--- config.mk ---
export PLATFORM = sky130hd
export DESIGN_NAME = matrix_keypad_key_tracker_core
export DESIGN_NICKNAME = d
export VERILOG_FILES = /design/src/hdl/mkkt_pkg.sv /design/src/hdl/matrix_keypad_key_tracker_core.sv /design/src/hdl/mkkt_ctrl.sv /design/src/hdl/mkkt_dpath.sv
export SDC_FILE = /design/constraint.sdc
export NUM_CORES = 1
export LEC_CHECK = 0
export ABC_AREA = 1
export BUFFER_PORTS_ARGS = -buffer_cell sky130_fd_sc_hd__buf_2
export CAP_MARGIN = 10
export CORE_UTILIZATION = 50
export CTS_BUF_LIST = sky130_fd_sc_hd__clkbuf_8
export DETAILED_ROUTE_END_ITERATION = 8
export PLACE_DENSITY = 0.69
export SYNTH_ARGS = -nofsm -noshare
export SYNTH_HDL_FRONTEND = slang
export SYNTH_SLANG_ARGS = --single-unit
--- constraint.sdc ---
create_clock -name clk -period 3.7 [get_ports clk]
set_input_delay 0.37 -clock clk [delete_from_list [all_inputs] [get_ports clk]]
set_output_delay 0.37 -clock clk [all_outputs]
set_load 0.01 [all_outputs]
--- src/hdl/mkkt_pkg.sv ---
// ----------------------------------------------------------------------------
// mkkt_pkg
// Shared constants, types and helpers of the matrix keypad key tracker.
// ----------------------------------------------------------------------------
package mkkt_pkg;

	localparam int ROW_COUNT  = 4;
	localparam int COL_COUNT  = 4;
	localparam int LIST_SLOTS = 10;

	localparam int KEY_COUNT = ROW_COUNT * COL_COUNT;
	// positions of 16 and up have no input bit and never change anything
	localparam int WALK_KEYS = (KEY_COUNT < 16) ? KEY_COUNT : 16;
	localparam int KEY_W     = (WALK_KEYS > 1) ? $clog2(WALK_KEYS) : 1;
	localparam int SLOT_W    = (LIST_SLOTS > 1) ? $clog2(LIST_SLOTS) : 1;

	localparam logic [KEY_W-1:0] LAST_KEY = KEY_W'(WALK_KEYS - 1);

	localparam int CFG_W       = 16;
	localparam int CFG_INDEX_W = 1;
	localparam int TIME_W      = 32;

	localparam logic [CFG_INDEX_W-1:0] REG_SCAN_INTERVAL = 1'b0;
	localparam logic [CFG_INDEX_W-1:0] REG_HOLD          = 1'b1;

	localparam logic [CFG_W-1:0] SCAN_INTERVAL_RESET = 16'd10;
	localparam logic [CFG_W-1:0] HOLD_RESET          = 16'd500;

	localparam logic [1:0] KEY_IDLE     = 2'd0;
	localparam logic [1:0] KEY_PRESSED  = 2'd1;
	localparam logic [1:0] KEY_HOLD     = 2'd2;
	localparam logic [1:0] KEY_RELEASED = 2'd3;

	typedef struct packed {
		logic             tick;
		logic             mark_scan;
		logic             free_slots;
		logic             walk;
		logic [KEY_W-1:0] key;
		logic             emit;
	} mkkt_cmd_t;

	typedef struct packed {
		logic scan_due;
		logic events_left;
		logic out_room;
	} mkkt_sts_t;

	// lowest set bit of a slot mask
	function automatic logic [SLOT_W-1:0] first_set(input logic [LIST_SLOTS-1:0] v);
		logic [SLOT_W-1:0] r;
		r = '0;
		for (int i = LIST_SLOTS - 1; i >= 0; i--) begin
			if (v[i]) begin
				r = SLOT_W'(i);
			end
		end
		return r;
	endfunction

endpackage

--- src/hdl/matrix_keypad_key_tracker_core.sv ---
// ----------------------------------------------------------------------------
// matrix_keypad_key_tracker_core
// Multi-key keypad tracker: per-slot idle/pressed/hold/released machines
// driven by millisecond ticks that carry the sampled key matrix.
// ----------------------------------------------------------------------------
// Each input transaction is one millisecond tick. A tick with no scan due
// passes through S_CHECK and back to S_IDLE. A tick that runs a scan goes
// through S_CHECK, S_FREE, S_WALK and S_EMIT: S_WALK walks the key positions
// (rows * columns, at most 16; one key per cycle through a single slot search
// unit) and S_EMIT drains the change events, each leaving through the output
// register at most once per cycle while the output has room; with ten slots
// there are at most ten events per scan. A new tick is taken once the
// events of the previous scan are all in or past the output register.
// ----------------------------------------------------------------------------
module matrix_keypad_key_tracker_core (
	input  logic                             clk,
	input  logic                             arst_n,
	input  logic                             cfg_we,
	input  logic [mkkt_pkg::CFG_INDEX_W-1:0] cfg_index,
	input  logic [mkkt_pkg::CFG_W-1:0]       cfg_data,
	input  logic                             s_tvalid,
	output logic                             s_tready,
	input  logic [15:0]                      s_tdata,  // pressed_keys[15:0]
	output logic                             m_tvalid,
	input  logic                             m_tready,
	output logic [15:0]                      m_tdata,  // slot[3:0], key_code[7:4], new_state[9:8]
	output logic                             m_tlast   // last_event
);
	import mkkt_pkg::*;

	mkkt_cmd_t cmd;
	mkkt_sts_t sts;

	mkkt_ctrl u_ctrl (
		.clk      (clk),
		.arst_n   (arst_n),
		.s_tvalid (s_tvalid),
		.s_tready (s_tready),
		.sts      (sts),
		.cmd      (cmd)
	);

	mkkt_dpath u_dpath (
		.clk          (clk),
		.arst_n       (arst_n),
		.cfg_we       (cfg_we),
		.cfg_index    (cfg_index),
		.cfg_data     (cfg_data),
		.pressed_keys (s_tdata),
		.cmd          (cmd),
		.sts          (sts),
		.m_tvalid     (m_tvalid),
		.m_tready     (m_tready),
		.m_tdata      (m_tdata),
		.m_tlast      (m_tlast)
	);

endmodule

--- src/hdl/mkkt_ctrl.sv ---
// ----------------------------------------------------------------------------
// mkkt_ctrl
// Sequencer: takes a tick, checks the scan interval, frees idle slots,
// walks the keys one per cycle and drains the change events.
// ----------------------------------------------------------------------------
module mkkt_ctrl (
	input  logic               clk,
	input  logic               arst_n,
	input  logic               s_tvalid,
	output logic               s_tready,
	input  mkkt_pkg::mkkt_sts_t sts,
	output mkkt_pkg::mkkt_cmd_t cmd
);
	import mkkt_pkg::*;

	localparam logic [2:0] S_IDLE  = 3'd0;
	localparam logic [2:0] S_CHECK = 3'd1;
	localparam logic [2:0] S_FREE  = 3'd2;
	localparam logic [2:0] S_WALK  = 3'd3;
	localparam logic [2:0] S_EMIT  = 3'd4;

	logic [2:0]       state_q;
	logic [2:0]       state_d;
	logic [KEY_W-1:0] key_q;

	assign s_tready = (state_q == S_IDLE);

	always_comb begin
		state_d        = state_q;
		cmd            = '0;
		cmd.key        = key_q;
		case (state_q)
			S_IDLE: begin
				if (s_tvalid) begin
					cmd.tick = 1'b1;
					state_d  = S_CHECK;
				end
			end
			S_CHECK: begin
				if (sts.scan_due) begin
					cmd.mark_scan = 1'b1;
					state_d       = S_FREE;
				end else begin
					state_d = S_IDLE;
				end
			end
			S_FREE: begin
				cmd.free_slots = 1'b1;
				state_d        = S_WALK;
			end
			S_WALK: begin
				cmd.walk = 1'b1;
				if (key_q == LAST_KEY) begin
					state_d = S_EMIT;
				end
			end
			S_EMIT: begin
				if (!sts.events_left) begin
					state_d = S_IDLE;
				end else if (sts.out_room) begin
					cmd.emit = 1'b1;
				end
			end
			default: begin
				state_d = S_IDLE;
			end
		endcase
	end

	always_ff @(posedge clk or negedge arst_n) begin
		if (!arst_n) begin
			state_q <= S_IDLE;
			key_q   <= '0;
		end else begin
			state_q <= state_d;
			if (state_q == S_FREE) begin
				key_q <= '0;
			end else if (state_q == S_WALK && key_q != LAST_KEY) begin
				key_q <= key_q + 1'b1;
			end
		end
	end

endmodule

--- src/hdl/mkkt_dpath.sv ---
// ----------------------------------------------------------------------------
// mkkt_dpath
// Timers, configuration registers, key list slots and the event output
// register of the key tracker.
// ----------------------------------------------------------------------------
module mkkt_dpath (
	input  logic                           clk,
	input  logic                           arst_n,
	input  logic                           cfg_we,
	input  logic [mkkt_pkg::CFG_INDEX_W-1:0] cfg_index,
	input  logic [mkkt_pkg::CFG_W-1:0]     cfg_data,
	input  logic [15:0]                    pressed_keys,
	input  mkkt_pkg::mkkt_cmd_t            cmd,
	output mkkt_pkg::mkkt_sts_t            sts,
	output logic                           m_tvalid,
	input  logic                           m_tready,
	output logic [15:0]                    m_tdata,
	output logic                           m_tlast
);
	import mkkt_pkg::*;

	logic [CFG_W-1:0]  interval_q;
	logic [CFG_W-1:0]  hold_ms_q;
	logic [TIME_W-1:0] ms_q;
	logic [TIME_W-1:0] last_scan_q;
	logic [TIME_W-1:0] hold_start_q;
	logic [15:0]       keys_q;

	logic [LIST_SLOTS-1:0] used_q;
	logic [LIST_SLOTS-1:0] changed_q;
	logic [3:0]            code_q  [LIST_SLOTS];
	logic [1:0]            kstate_q[LIST_SLOTS];

	logic       out_valid_q;
	logic [3:0] out_slot_q;
	logic [3:0] out_code_q;
	logic [1:0] out_state_q;
	logic       out_last_q;

	logic [3:0]            code4;
	logic                  closed;
	logic [LIST_SLOTS-1:0] hit;
	logic                  found;
	logic                  any_free;
	logic [SLOT_W-1:0]     hit_idx;
	logic [SLOT_W-1:0]     free_idx;
	logic [SLOT_W-1:0]     tgt_idx;
	logic                  act;
	logic [SLOT_W-1:0]     ev_idx;
	logic [SLOT_W-1:0]     rd_idx;
	logic [1:0]            rd_state;
	logic [1:0]            cur_state;
	logic [1:0]            nxt_state;
	logic                  chg;
	logic                  restart;
	logic                  held;
	logic [LIST_SLOTS-1:0] ev_rest;

	assign code4  = 4'(cmd.key);
	assign closed = keys_q[code4];

	always_comb begin
		for (int s = 0; s < LIST_SLOTS; s++) begin
			hit[s] = used_q[s] && (code_q[s] == code4);
		end
	end

	assign found    = |hit;
	assign any_free = ~&used_q;
	assign hit_idx  = first_set(hit);
	assign free_idx = first_set(~used_q);
	assign tgt_idx  = found ? hit_idx : free_idx;
	assign act      = found || (closed && any_free);

	assign ev_idx   = first_set(changed_q);
	assign rd_idx   = cmd.emit ? ev_idx : tgt_idx;
	assign rd_state = kstate_q[rd_idx];
	assign ev_rest  = changed_q & ~(LIST_SLOTS'(1) << ev_idx);

	assign cur_state = found ? rd_state : KEY_IDLE;
	assign held      = (ms_q - hold_start_q) > {{(TIME_W - CFG_W){1'b0}}, hold_ms_q};

	always_comb begin
		nxt_state = cur_state;
		chg       = 1'b0;
		restart   = 1'b0;
		case (cur_state)
			KEY_IDLE: begin
				if (closed) begin
					nxt_state = KEY_PRESSED;
					chg       = 1'b1;
					restart   = 1'b1;
				end
			end
			KEY_PRESSED: begin
				if (held) begin
					nxt_state = KEY_HOLD;
					chg       = 1'b1;
				end else if (!closed) begin
					nxt_state = KEY_RELEASED;
					chg       = 1'b1;
				end
			end
			KEY_HOLD: begin
				if (!closed) begin
					nxt_state = KEY_RELEASED;
					chg       = 1'b1;
				end
			end
			default: begin
				nxt_state = KEY_IDLE;
				chg       = 1'b1;
			end
		endcase
	end

	assign sts.scan_due    = (ms_q - last_scan_q) > {{(TIME_W - CFG_W){1'b0}}, interval_q};
	assign sts.events_left = |changed_q;
	assign sts.out_room    = !out_valid_q || m_tready;

	// configuration
	always_ff @(posedge clk or negedge arst_n) begin
		if (!arst_n) begin
			interval_q <= SCAN_INTERVAL_RESET;
			hold_ms_q  <= HOLD_RESET;
		end else if (cfg_we) begin
			case (cfg_index)
				REG_SCAN_INTERVAL: interval_q <= (cfg_data == '0) ? CFG_W'(1) : cfg_data;
				REG_HOLD:          hold_ms_q  <= cfg_data;
				default:           ;
			endcase
		end
	end

	// timers
	always_ff @(posedge clk or negedge arst_n) begin
		if (!arst_n) begin
			ms_q         <= '0;
			last_scan_q  <= '0;
			hold_start_q <= '0;
		end else begin
			if (cmd.tick) begin
				ms_q <= ms_q + 1'b1;
			end
			if (cmd.mark_scan) begin
				last_scan_q <= ms_q;
			end
			if (cmd.walk && act && restart) begin
				hold_start_q <= ms_q;
			end
		end
	end

	always_ff @(posedge clk) begin
		if (cmd.tick) begin
			keys_q <= pressed_keys;
		end
	end

	// key list
	always_ff @(posedge clk or negedge arst_n) begin
		if (!arst_n) begin
			used_q    <= '0;
			changed_q <= '0;
			for (int s = 0; s < LIST_SLOTS; s++) begin
				code_q[s]   <= '0;
				kstate_q[s] <= KEY_IDLE;
			end
		end else begin
			if (cmd.free_slots) begin
				for (int s = 0; s < LIST_SLOTS; s++) begin
					if (kstate_q[s] == KEY_IDLE) begin
						used_q[s]    <= 1'b0;
						changed_q[s] <= 1'b0;
					end
				end
			end
			if (cmd.walk && act) begin
				used_q[tgt_idx]    <= 1'b1;
				code_q[tgt_idx]    <= code4;
				kstate_q[tgt_idx]  <= nxt_state;
				changed_q[tgt_idx] <= chg;
			end
			if (cmd.emit) begin
				changed_q[ev_idx] <= 1'b0;
			end
		end
	end

	// event output register
	always_ff @(posedge clk or negedge arst_n) begin
		if (!arst_n) begin
			out_valid_q <= 1'b0;
		end else if (cmd.emit) begin
			out_valid_q <= 1'b1;
		end else if (m_tready) begin
			out_valid_q <= 1'b0;
		end
	end

	always_ff @(posedge clk) begin
		if (cmd.emit) begin
			out_slot_q  <= 4'(ev_idx);
			out_code_q  <= code_q[ev_idx];
			out_state_q <= rd_state;
			out_last_q  <= (ev_rest == '0);
		end
	end

	assign m_tvalid = out_valid_q;
	assign m_tdata  = {6'd0, out_state_q, out_code_q, out_slot_q};
	assign m_tlast  = out_last_q;

endmodule

==> summary.txt <==
Status
  – Outcome: finished with violations
  – Failing checks: setup timing

Pwr
  – Total power: 0.0183 W
  – Power Dens Cells: 947 nW/um2
  – Leak: 9.42 nW
  – Maximum vdd ir drop: 0.673 mV

Synthesis
  – Predominant post-synthesis flop cell: dfrtp_1
  – Synth Cell Area: 15,400 um2
  – Top cell type's share of synthesized area: 33.7%
  – Cell taking the most area after synthesis: dfrtp_1
  – Sequential cell area fraction in the yosys report: 40.4%
  – Synth top area cells: dfrtp_1 34%, nand2_1 12%, ha_1 7.8%
  – Largest family of logic cells by synthesized area: simple AND/OR/NAND/NOR gates
  – Post-synth EDFFs: 27
  – Warnings, synthesis: 0
  – Share of synthesized registers carrying an async set or reset: 88.9%
  – Post-Synth XOR/XNOR Area: 4.66%
  – Synth Instances: 2,028
  – Simple-gate share of the synthesized area: 23.6%
  – Synth Area in Compound Gates: 15.2%
  – Post-synthesis mux area share: 0%
  – Synth top cells by count: 496 x nand2_1, 257 x inv_1, 208 x dfrtp_1, 189 x nor2_1, 148 x o21ai_0
  – Count leader, synth: nand2_1
  – Synth unique cells: 55
  – Syn_area_per_cell: 7.61 um2
  – Synth Area in Adders: 8.05%
  – Synthesis-stage register bit count: 243

STA
  – Fin Setup TNS: -13.83 ns
  – Unrepaired setup endpoints after global routing: true
  – Min cycle time layout: 4.08 ns
  – Slew Limit Fails: 0
  – Fin Clk Skew: 0.0283 ns
  – Slew margin rel.: 38.7%
  – Hold Vio Cnt, Final: 0
  – Highest clock rate: 245 MHz
  – Final Worst Setup Slack: -0.384 ns
  – Fin crit share: 110%
  – Slew of the pin with the lowest slew margin: 0.917 ns
  – Setup violations, final: 63

Finish
  – ANT cells: 0
  – Share of cells above drive strength 1: 20.7%
  – Fin util: 64.2%
  – Register area: 6230 um2
  – Cell area after layout: 19,300 um2
  – Fin nets: 2,403
  – Multi-input gate area: 8770 um2
  – Final std cells w/o fill: 2,694
  – Layout area overhead: 24.9%
  – FILL cells: 2,543

Global route
  – First-pass GRT wire length: 72,100 um
  – Grt total ovfl: 0
  – Largest net degree at the start of global routing: 113
  – Number of global-route vias before repair: 14.4k
  – Tot GR Track Use: 28.9%
  – Antenna violations before repair: 0

Placed design
  – Buffers on Ports: 50
  – GPL Wtd Cong: 0.950
  – Post-DP HPWL: 32,300 um
  – DP Area: 17,200 um2
  – Placed cells: 2,572

Job
  – Total of max-cap violations: 0

Floorplanning
  – Die H: 178 um
  – Num rows: 63
  – Num ports: 57
  – Initial Util: 51.4%
  – Chip Width: 178 um
  – CORE AREA: 30,000 um2
  – Die area: 31,600 um2

Drt
  – Drt first pass iters: 7
  – Drt via density: 5.46
  – Detailed-route wire length per cell: 16.7 um
  – Post-route DRC: 0
  – ANT nets after route: 0
  – Routed wire length: 45,100 um
  – Via count: 14.7k
  – DRT iter0 DRCs: 1,056

Min path
  – Hold Path Stages: 3
  – Hold Crit Class: input port to flop

Clock tree
  – Clk sinks: 243
  – Cts bufs inserted: 45
  – H-Tree Depth: 2
  – Clock latency at the later pin of the worst-skew pair: 0.58 ns
  – CTS tree: done
  – CTS root buf: clkbuf_8
  – CTS clk-pin slew, worst paths: 0.07 ns
  – Clk buf depth: 3

Critical path
  – Startpoint Class: flop
  – Crit. End Element: flop
  – R2R depth: 28
  – Slowest-stage cell, CP: dfrtp_2
  – Worst Path Arrival: 4.53 ns
  – Worst stage delay on the critical path: 0.42 ns
  – Crit path kind: flop to flop
  – Most used cell, CP: nand2_1
  – Critical Path RT: 4.15 ns
  – Crit-path max FO: 5
critical path: cells and delay by family, from the launching register on:
family | cells | cell delay, ns
compound gates | 6 | 0.77
xor+xnor | 1 | 0.16
fa+ha+maj | 2 | 0.58
buf+inv | 2 | 0.17
flops | 1 | 0.42
simple gates | 17 | 1.88
registers in the layout, indices dropped and copies added (netlist names):
signal                cells
u_dpath.m_tlast           1
u_dpath.m_tvalid          1
u_ctrl.state_q            3
u_dpath.out_slot_q        4
u_dpath.used_q           10
u_dpath.code_q           40
u_dpath.last_scan_q      32
u_dpath.kstate_q         20
u_dpath.hold_ms_q        16
u_dpath.hold_start_q     32
u_dpath.interval_q       16
u_dpath.changed_q        10
u_dpath.out_code_q        4
u_dpath.out_state_q       2
u_dpath.ms_q             32
u_ctrl.key_q              4
u_dpath.keys_q           16
per-layer routing:
layer / global-route usage (%) / part of all wire [%] / vias up
met4: 13.4 / 4.3 / 0
met5: 0 / 0 / -
li1: - / - / 7189
met1: 35.6 / 42 / 6954
met3: 4.11 / 4.9 / 134
met2: 49.7 / 49 / 440
layout by cell type, fill, tap and decap left out, types with 5 or more instances in the layout:
cell type and n:
xnor2_1 33, nor3_2 6, dfstp_2 8, nand2_1 430
clkinvlp_4 5, o211ai_1 10, o21bai_1 5, nand2_4 23
nor2_2 6, o21ai_2 22, a21oi_2 16, buf_6 5
edfxtp_1 27, buf_4 148, nor3_1 25, nand2_2 45
dlygate4sd3_1 18, xor2_1 45, inv_2 11, dfrtp_2 6
a21oi_1 121, conb_1 6, nor4_1 8, buf_2 49
dfrtp_1 202, nand3_1 96, buf_12 6, ha_1 84
o221ai_1 10, o21ai_0 140, ha_4 12, clkinv_2 12
inv_1 257, o22ai_1 21, o21ai_1 33, nand4_1 30
clkbuf_8 54, nor2_1 185
area by class of cell:
cell class              count  area share [%]
repair inverters            1          0.0390
flip-flops and latches    243            32.3
clock buffers              54            3.86
inverters                 264            5.23
multi-input cells        1482            45.5
repair buffers            230            9.37
well taps                 390            2.53
clock inverters            30            1.13
what timing repair did:
| action | CTS | global route |
|---|---|---|
| hold buffers | 18 | 0 |
| buffers inserted | 5 | 10 |
| gates cloned | 3 | 3 |
| endpoints found under the setup margin | 63 | 95 |
| pin swaps | 28 | 42 |
| gates resized for setup | 53 | 147 |
| hold endpoints to repair | 124 | 0 |
worst paths after layout:
path / startpoint / end / slack, ns
max in group asynchronous: arst_n / u_dpath.hold_ms_q[7]$_DFFE_PN1P_ / 2.24
min: cfg_data[1] / u_dpath.interval_q[1]$_DFFE_PN1P_ / 0.07
min in group asynchronous: arst_n / u_dpath.code_q[5]$_DFFE_PN0P_ / 0.42
max reg2reg: u_dpath.ms_q[2]$_DFFE_PN0P_ / u_dpath.changed_q[1]$_DFF_PN0_ / -0.38
min reg2reg: u_dpath.last_scan_q[17]$_DFFE_PN0P_ / u_dpath.last_scan_q[17]$_DFFE_PN0P_ / 0.49
max: u_dpath.ms_q[2]$_DFFE_PN0P_ / u_dpath.changed_q[1]$_DFF_PN0_ / -0.38
where the power goes:
group | internal (W) | switching [W] | leakage, nW
sequential | 0.00330 | 0.000380 | 2.96
clock | 0.00155 | 0.00120 | 0.527
combinational | 0.00463 | 0.00719 | 5.94
stage by stage:
stage	worst slack (ns)	hold slack [ns]
global placement	-0.587	0.453
floorplan	0.000974	0.0744
global route	-0.625	0.0588
CTS	-0.409	0.0424
detailed placement	-0.709	0.459
finish	-0.384	0.0741
cell families after synthesis:
family | count (synthesis)
and+or+nand+nor | 876
AOI/OAI and AO/OA | 418
buffers and inverters | 310
DFF | 243
adders and majority gates | 98
xor gates and xnor gates | 82
other | 1
No activity file was read; power rests on OpenSTA's default activity.
